<file path="config.mk">
export PLATFORM = sky130hd
export DESIGN_NAME = tcst_ctrl
export DESIGN_NICKNAME = d
export VERILOG_FILES = /design/src/design/tcst_pkg.sv /design/src/design/tcst_ctrl.sv
export SDC_FILE = /design/constraint.sdc
export NUM_CORES = 1
export LEC_CHECK = 0
export BUFFER_PORTS_ARGS = -buffer_cell sky130_fd_sc_hd__buf_2
export CAP_MARGIN = 10
export CELL_PAD_IN_SITES_DETAIL_PLACEMENT = 1
export CELL_PAD_IN_SITES_GLOBAL_PLACEMENT = 2
export CORE_AREA = 10 10 47 49
export CTS_CLUSTER_SIZE = 10
export DETAILED_ROUTE_END_ITERATION = 12
export DIE_AREA = 0 0 57 59
export PLACE_DENSITY_LB_ADDON = 0.1
export SKIP_CTS_REPAIR_TIMING = 1
export SYNTH_ARGS = -nofsm -noshare
export SYNTH_HDL_FRONTEND = slang
export SYNTH_SLANG_ARGS = --single-unit
</file>
<file path="constraint.sdc">
create_clock -name aclk -period 2.2 [get_ports aclk]
set_input_delay 0.22 -clock aclk [delete_from_list [all_inputs] [get_ports aclk]]
set_output_delay 0.22 -clock aclk [all_outputs]
set_load 0.05 [all_outputs]
</file>
<file path="src/design/tcst_pkg.sv">
// package for the trouble code status table
// types, op codes, status bit constants and controller state type; no dependencies
package tcst_pkg;

    localparam int TABLE_SLOTS_DEF    = 32;
    localparam int SNAPSHOT_BYTES_DEF = 8;

    typedef enum logic [2:0] {
        OP_INIT      = 3'd0,
        OP_FAILED    = 3'd1,
        OP_PASSED    = 3'd2,
        OP_CLEAR_ONE = 3'd3,
        OP_CLEAR_ALL = 3'd4,
        OP_AGE       = 3'd5,
        OP_QUERY     = 3'd6,
        OP_BAD       = 3'd7
    } op_t;

    localparam logic [7:0] ST_FAILED         = 8'h01;
    localparam logic [7:0] ST_FAILED_CYCLE   = 8'h02;
    localparam logic [7:0] ST_PENDING        = 8'h04;
    localparam logic [7:0] ST_CONFIRMED      = 8'h08;
    localparam logic [7:0] ST_NOT_DONE_CLEAR = 8'h10;
    localparam logic [7:0] ST_FAILED_CLEAR   = 8'h20;
    localparam logic [7:0] ST_NOT_DONE_CYCLE = 8'h40;
    localparam logic [7:0] ST_IDLE           = 8'h50;

    localparam logic [7:0]  AGE_MAX = 8'hFF;
    localparam logic [15:0] OCC_MAX = 16'hFFFF;
    localparam logic [7:0]  AGING_RESET = 8'd40;

    typedef enum logic [2:0] {
        S_IDLE,
        S_SCAN,
        S_APPLY,
        S_COUNT,
        S_DONE
    } state_t;

    // controller to datapath
    typedef struct packed {
        logic load;       // capture input transfer, clear scan index
        logic step;       // advance scan index
        logic apply;      // perform the op on scan results
        logic cnt_clear;  // restart active count
        logic cnt_step;   // count one slot
        logic out_load;   // load the output register
    } dp_cmd_t;

    // datapath to controller
    typedef struct packed {
        logic scan_last;
        logic busy_op;    // op needs a scan
    } dp_stat_t;

endpackage

</file>
<file path="src/design/tcst_ctrl.sv">
// controller state machine for the trouble code status table
// uses tcst_pkg; drives the datapath by command struct
module tcst_ctrl
    import tcst_pkg::*;
(
    input  logic     aclk,
    input  logic     aresetn,
    input  logic     s_valid,
    output logic     s_ready,
    output logic     m_valid,
    input  logic     m_ready,
    input  dp_stat_t stat,
    output dp_cmd_t  cmd
);

    state_t state_reg, state_next;
    logic   m_valid_reg, m_valid_next;

    always_ff @(posedge aclk) begin
        if (!aresetn) begin
            state_reg   <= S_IDLE;
            m_valid_reg <= 1'b0;
        end else begin
            state_reg   <= state_next;
            m_valid_reg <= m_valid_next;
        end
    end

    always_comb begin
        state_next   = state_reg;
        m_valid_next = m_valid_reg;
        cmd          = '0;
        s_ready      = 1'b0;
        if (m_valid_reg && m_ready) m_valid_next = 1'b0;
        unique case (state_reg)
            S_IDLE: begin
                s_ready = 1'b1;
                if (s_valid) begin
                    cmd.load   = 1'b1;
                    state_next = S_SCAN;
                end
            end
            S_SCAN: begin
                // only ops that need a scan walk the table here; the others go straight to apply
                if (stat.scan_last || !stat.busy_op) begin
                    state_next = S_APPLY;
                end else begin
                    cmd.step = 1'b1;
                end
            end
            S_APPLY: begin
                cmd.apply     = 1'b1;
                cmd.cnt_clear = 1'b1;
                state_next    = S_COUNT;
            end
            S_COUNT: begin
                cmd.cnt_step = 1'b1;
                cmd.step     = 1'b1;
                if (stat.scan_last) state_next = S_DONE;
            end
            S_DONE: begin
                // output register may still hold an earlier result
                if (!m_valid_reg || m_ready) begin
                    cmd.out_load = 1'b1;
                    m_valid_next = 1'b1;
                    state_next   = S_IDLE;
                end
            end
            default: state_next = S_IDLE;
        endcase
    end

    assign m_valid = m_valid_reg;

    a_valid_hold: assert property (@(posedge aclk) disable iff (!aresetn)
        m_valid && !m_ready |=> m_valid)
        else $error("result dropped while stalled");
    a_no_accept_busy: assert property (@(posedge aclk) disable iff (!aresetn)
        state_reg != S_IDLE |-> !s_ready)
        else $error("accept while busy");
    a_load_only_idle: assert property (@(posedge aclk) disable iff (!aresetn)
        cmd.load |=> state_reg == S_SCAN)
        else $error("load without scan");

endmodule

</file>
---- Word-level counts from Yosys, hierarchy flattened ----
Cells that the tools add are included.
cells by class
  equality and inequality tests ........... 8
  mux-type cells .......................... 17
  reduce and logical (&&, ||, !) cells .... 7
operators by type and width
  operator              number
  $pmux W3 S5           1
  $mux W3               4
  $mux W1               10
  $ne A2 B2 Y1 const B  4
  $eq A3 B2 Y1 const B  2
  $reduce_and A4 Y1     1
  $eq A3 B1 Y1 const B  1
  $eq A3 B3 Y1 const B  1
  $logic_not A3 Y1      1
  $logic_not A1 Y1      2
  $logic_or A1 B1 Y1    2
  $mux W2               1
  $pmux W1 S2           1
  $logic_and A1 B1 Y1   1
storage, ports and cells
  flip-flop bits (word level) ............. 4
  output and inout port bits .............. 8
  logic and storage cells ................. 34

---- Longest topological paths before layout ----
Gate-level depths: netlist of run 1.
  depth in word-level cells ............... 4
  depth in mapped cells ................... 4
  depth with buffers taken out ............ 3

---- Worst setup path after synthesis of run 1 ----
OpenSTA, ideal clock, no wires.
  path kind ............................... register -> output
  start point ............................. register state_reg[1]
  end point ............................... output cmd[3] in the netlist's numbering
  arrival time ............................ 2036 ps
  required time ........................... 1980 ps
  path slack .............................. -56 ps
  stages on the path, launching flop included .. 4
  buffers on the path ..................... 2
  path through ............................ dfxtp_1 buf_6 nor3b_1 buf_4
RTL lines
  item                      line             text
  start: declaration        tcst_ctrl.sv:16  state_t state_reg, state_next;
  start signal: assignment  tcst_ctrl.sv:24  state_reg <= state_next;
  end: declaration          tcst_ctrl.sv:13  output dp_cmd_t cmd

==> results of run 1 <==
==> power by group <==
| group | internal, µW | switching (µW) |
|---|---|---|
| Combinational | 26.7 | 58.9 |
| Sequential | 77.4 | 13.4 |
| Clock | 61.0 | 30.5 |
==> synth_stat cells <==
cell      instances  area (µm²)
nor3_4            1        16.3
nor3b_1           2        15.0
a21oi_1           3        15.0
a211oi_1          1        7.51
and2_1            1        6.26
dfxtp_1           4        80.1
nor2b_1           2        12.5
buf_4             2        15.0
nor2_2            1        6.26
nor2_1            2        7.51
nand4_1           1        6.26
o21ai_1           1        5.00
a311oi_2          1        15.0
nand2b_4          1        13.8
inv_1             1        3.75
nand2_1           3        11.3
o31ai_1           1        7.51
nor3_1            1        5.00
nand2b_1          1        6.26
buf_6             3        33.8
==> worst max-delay path: stages, from the launching register on <==
cell	delay, ns
dfxtp_1	0.54
a21oi_1	0.07
nor3b_1	0.18
buf_2	0.29
==> layout make-up <==
type / instances / share of cell area, %
clock buffer: 3 / 6.38
timing repair buffer: 13 / 18.4
sequential: 4 / 22.7
multi-input combinational: 23 / 45.7
tap: 16 / 5.67
inverter: 1 / 1.06
==> cells by family (layout without fill, tap and decap cells) <==
| family | after synthesis | count (layout) | synth area share, % |
|---|---|---|---|
| AO/OA/AOI/OAI | 7 | 7 | 17.3 |
| buffers and inverters | 6 | 17 | 18.2 |
| flip-flops | 4 | 4 | 27.7 |
| AND/OR/NAND/NOR | 16 | 16 | 36.8 |
==> cell usage in the layout (no fill, tap or decap), types with 2 or more instances in the layout <==
master and n:
a21oi_1 3, buf_2 13, clkbuf_4 3, dfxtp_1 4
nand2_1 3, nor2_1 2, nor2b_1 2
==> metrics by stage <==
step | utilization [%] | worst slack [ns] | cells | total power [µW]
2_1_floorplan | - | 0.352 | 33 | 168
5_1_grt | 25.2 | 0.544 | 60 | 287
3_5_place_dp | 23.6 | 0.872 | 57 | 179
6_report | 25.2 | 0.663 | 60 | 268
4_1_cts | 25.2 | 0.625 | 60 | 274
3_3_place_gp | 23.6 | 0.908 | 57 | 178
==> layer usage <==
metal	vias to the layer above	routed length [µm]
li1	134	-
met1	115	279
met3	2	69
met5	-	0
met2	11	365
met4	0	22
==> path summary, 6_finish.rpt <==
| path | start | end | slack [ns] | cells after the start |
|---|---|---|---|---|
| worst max-delay path | state_reg[1] | cmd[4] | 0.66 | 3 |
| worst max register to register | state_reg[1] | state_reg[0] | 1.21 | 2 |
| worst min register to register | m_valid | state_reg[2] | 0.64 | 3 |
| worst min-delay path | stat[1] | state_reg[1] | 0.25 | 2 |
==> results.ini, run 1 <==
[timing]
fin_crit_ns=1.54
rsz0062_at_grt=no
slew_viol_final=0
whs_ns=0.247
tightest_slew_ns=0.406
finalSetupTns_ns=0
clock_skew_ns=0.00669
relSlewSlack_pct=72.9
setup_viol=0
finalCritPeriodShare_pct=69.9
fmax_ghz=0.651
finalHoldViolations=0

[clocking]
root_buffer=clkbuf_4
cts_tree=done
clk_pin_slew_worst_paths_ns=0.03
clk_latency_ns=0.24
clk_path_buf_depth=2
htree_levels=1
cts.sinks=4
numCtsBuffers=3

[place]
routabilityCongestion=0.742
io_buffers=13
dpl_cell_area_um2=330
dpl.hpwl_um=587

[routing]
via_per_inst=4.37
routed-via-count=262
first_pass_iters=2
detail-route-antenna-nets=0
finalWirelength_um=737
drt_iter0_drc=1
wl_per_cell_um=12.3
drc=0

[global_routing]
antenna_found_initial=0
grt_pass1_wl_um=1220
grt_pass1_vias=265
grt.overflow.total=0
grt_max_degree=10
grt.met3_usage_pct=3.22
grt_use_total_pct=4.84
top_usage_layer=met2
grt_util_met2_pct=6.67
grt_use_met1_pct=4.63

[worst_hold_path]
min_path_type=in -> reg

[synthesis]
ys_ff_latch=4
yosys_warnings=0
netlist_instances=33
netlist_area_um2=289
ys_types=20
synth-seq-area-share_pct=27.7
synth.avg_cell_area_um2=8.76
syn-num-nets=39

[finish]
post-route-cell-area_um2=353
drive_gt1_share_pct=47.7
largest_reg_flops=3
area_growth_pct=22.1
regArea_um2=80.1
nets=52
multiInputGateArea_um2=161
diodes=0
nFillCells=187

[setup_path]
critPathKind=reg -> out
crit_required_ns=1.98
endpoint_kind=primary output
cp.arrival_ns=1.32
critPathMaxFanout=9
start_kind=flop

[floorplanning]
core_area_um2=1400
dieHeight_um=59
die_area_um2=3360
initial_utilization_pct=20.6
rows=14
die_w_um=57
ios=14

[power]
ir_drop_mv=0.269
p_per_area_nw_per_um2=759
leakage_uw=0.000161

[run_status]
status=finished, final reports clean

[flow_run]
max-cap-violations=0

Note: power is estimated with default switching activity, not from simulation.
==> run 2, diff against run 1 <==
CORE_AREA = unset   (was 10 10 47 49)
CORE_MARGIN = 10   (was unset)
CORE_UTILIZATION = 22   (was unset)
DIE_AREA = unset   (was 0 0 57 59)
clock period = 1.45 ns   (was 2.2 ns; I/O delays follow)
==> results.ini, run 2 (synthesized netlist as in run 1, its figures left out) <==
[timing]
tightest_slew_ns=0.259
fin_crit_ns=1.35
rsz0062_at_grt=no
finalCritPeriodShare_pct=93.4
clock_skew_ns=0.00491
finalHoldViolations=0
relSlewSlack_pct=82.7
slew_viol_final=0
setup_viol=0
fmax_ghz=0.739

[clocking]
numCtsBuffers=3
cts.sinks=4
root_buffer=clkbuf_4
cts_tree=done
clk_pin_slew_worst_paths_ns=0.04
clk_latency_ns=0.23
clk_path_buf_depth=2
htree_levels=1

[worst_hold_path]
min_path_type=in -> reg
hold_path_depth=2

[finish]
largest_reg_flops=3
drive_gt1_share_pct=61.4
area_growth_pct=27.3
nFillCells=158
diodes=0
final_common_cell=buf_2
regArea_um2=83.8
final_cell_mix=12 x buf_2, 4 x clkbuf_4, 3 x nand2_1, 3 x a21oi_1, 3 x dfxtp_2
fin_util_pct=29.0
finalNonFillerCells=59
multiInputGateArea_um2=171
nets=52

[floorplanning]
ios=14
dieHeight_um=56.2
rows=13
die_area_um2=3160
initial_utilization_pct=22.8
die_w_um=56.2
core_area_um2=1270

[flow_run]
max-cap-violations=0

[setup_path]
critPathMaxFanout=9
critPathKind=reg -> out
rr_worst_depth=2
cp.arrival_ns=1.21
crit_required_ns=1.31
endpoint_kind=primary output
start_kind=flop

[routing]
first_pass_iters=3
routed-via-count=263
drc=0
wl_per_cell_um=13.5
finalWirelength_um=796
via_per_inst=4.46
drt_iter0_drc=5
detail-route-antenna-nets=0

[global_routing]
grt_use_total_pct=5.48
grt_max_degree=10
grt.overflow.total=0
grt_pass1_wl_um=1370
antenna_found_initial=0
grt_pass1_vias=314

[power]
p_per_area_nw_per_um2=1120
leakage_uw=0.000165
ir_drop_mv=0.293

[place]
dpl.hpwl_um=661
dp_cells=56
io_buffers=13
routabilityCongestion=0.683

[run_status]
status=finished, final reports clean

-- run 2: per-layer routing --
| metal | GRT usage [%] | part of all wire (%) | wire [µm] |
|---|---|---|---|
| met1 | 4.56 | 38 | 301 |
| met2 | 9.51 | 54 | 433 |
| met3 | 2.28 | 4.8 | 38 |
| met4 | 5.15 | 2.8 | 22 |
| met5 | 0 | 0 | 0 |
-- run 2: area by class of cell --
class,instances,area share (%)
Inverter,1,1.02
Timing Repair Buffer,13,18.4
Sequential cell,4,22.8
Tap cell,15,5.10
Clock buffer,3,6.12
Multi-Input combinational cell,23,46.6
-- run 2: path summary, 6_finish.rpt --
path,startpoint,end,slack (ns)
max,state_reg[2],cmd[5],0.1
min,stat[1],state_reg[1],0.17
max reg2reg,state_reg[1],state_reg[0],0.57
min reg2reg,state_reg[2],state_reg[2],0.58
-- run 2: power by group --
group / internal (µW) / total, µW / switching (µW)
Clock: 92.7 / 139 / 46.3
Combinational: 43.0 / 135 / 92.3
Sequential: 119 / 139 / 20.4
-- run 2: worst max-delay path, cell delays in order, from the launching register on --
cell	delay [ns]
dfxtp_2	0.37
nor3_4	0.20
and2_4	0.15
buf_2	0.25
-- run 2: stage by stage --
stage	area (µm²)	setup WS [ns]	TNS (ns)	total power (µW)	hold slack, ns
floorplan	304	-0.157	-0.157	258	0.268
global placement	339	0.220	0	273	0.421
detailed placement	339	0.201	0	275	0.417
CTS	362	-0.0532	-0.152	420	0.170
global route	368	0.0139	0	443	0.177
finish	368	0.0963	0	414	0.174
==> run 3, diff against run 2 <==
PLACE_DENSITY_LB_ADDON = 0.05   (was 0.1)
==> results.ini, run 3 (synthesized netlist as in run 1, its figures left out) <==
[clocking]
clk_path_buf_depth=2
cts.sinks=4
cts_tree=done
numCtsBuffers=3
htree_levels=1
clk_pin_slew_worst_paths_ns=0.04
root_buffer=clkbuf_4
clk_latency_ns=0.23

[finish]
final_common_cell=buf_2
finalNonFillerCells=60
diodes=0
area_growth_pct=28.6
nets=53
drive_gt1_share_pct=60.0
largest_reg_flops=3
post-route-cell-area_um2=372
fin_util_pct=29.3
final_cell_mix=13 x buf_2, 3 x nand2_1, 3 x a21oi_1, 3 x clkbuf_4

[floorplanning]
initial_utilization_pct=22.8
die_w_um=56.2
dieHeight_um=56.2
ios=14
core_area_um2=1270
die_area_um2=3160
rows=13

[worst_hold_path]
min_path_type=in -> reg
hold_path_depth=2
min_from=stat[1]

[setup_path]
rr_worst_depth=3
r2r_slack_ns=0.44
crit_required_ns=1.31
start_kind=flop
critPathKind=reg -> out
r2r-start=state_reg[2]
startpoint=state_reg[2]
cp.arrival_ns=1.22
endpoint_kind=primary output
critPathMaxFanout=5

[power]
power_switching_uw=155
power_frac_comb_pct=32.6
p_per_area_nw_per_um2=1100
leakage_uw=0.000170
p_int_uw=254
p_seq_share_pct=34.1
netSwitchingFraction_pct=37.8
ir_drop_mv=0.238
power.share.clock_pct=33.3

[place]
dp_cells=57
dpl.hpwl_um=646
io_buffers=13
routabilityCongestion=0.711
dp_slack_ns=0.203
dpl_cell_area_um2=347

[routing]
finalWirelength_um=745
wl_per_cell_um=12.4
routed-via-count=268
first_pass_iters=1
detail-route-antenna-nets=0
via_per_inst=4.47
drc=0
drt_iter0_drc=0

[timing]
finalHoldViolations=0
fin_crit_ns=1.36
clock_skew_ns=0.00366
rsz0062_at_grt=no
relSlewSlack_pct=81.4
setup_viol=0
slew_viol_final=0
whs_ns=0.178
fmax_ghz=0.735
finalCritPeriodShare_pct=93.9
tightest_slew_ns=0.279
setup_slack_ns=0.0886

[global_routing]
grt.overflow.total=0
grt_max_degree=10
grt_use_total_pct=5.23
grt_pass1_vias=282
grt_pass1_wl_um=1250
antenna_found_initial=0

[run_status]
status=finished, final reports clean

[flow_run]
max-cap-violations=0

[run 3: metal layers]
| metal | routed length, µm | part of all wire [%] | up-vias | GRT usage [%] |
|---|---|---|---|---|
| met5 | 0 | 0 | - | 0 |
| met4 | 23 | 3.1 | 0 | 7.22 |
| met3 | 74 | 9.9 | 2 | 2.97 |
| met2 | 284 | 38 | 12 | 5.07 |
| met1 | 363 | 49 | 118 | 6.23 |
| li1 | - | - | 136 | - |
[run 3: power by group through the flow]
| stage | sequential [µW] | combinational [µW] | clock, µW |
|---|---|---|---|
| final | 139 | 133 | 136 |
| after global routing | 142 | 144 | 150 |
| after CTS | 138 | 136 | 145 |
| after detailed placement | 140 | 135 | 0 |
| after global placement | 139 | 136 | 0 |
| after floorplan | 122 | 136 | 0 |
[run 3: per-stage QoR]
stage	setup TNS [ns]	power, µW
after global routing	0	436
final	0	408
after detailed placement	0	276
after floorplan	-0.157	258
after CTS	-0.153	419
after global placement	0	274
[run 3: cell type report]
type	count	area, µm²
tap	15	18.8
fill	165	897
clock buffer	3	22.5
sequential	4	82.6
timing repair buffer	14	72.6
inverter	1	3.75
multi-input combinational	23	171
[run 3: worst paths after layout]
| path | end |
|---|---|
| worst max register to register | state_reg[1] |
| worst min register to register | state_reg[0] |
| worst min-delay path | state_reg[1] |
| worst max-delay path | cmd[5] |
[run 3: critical path, cell delays in order, from the launching register on]
cell	delay [ns]
dfxtp_1	0.38
nor3_4	0.21
and2_4	0.15
buf_2	0.25
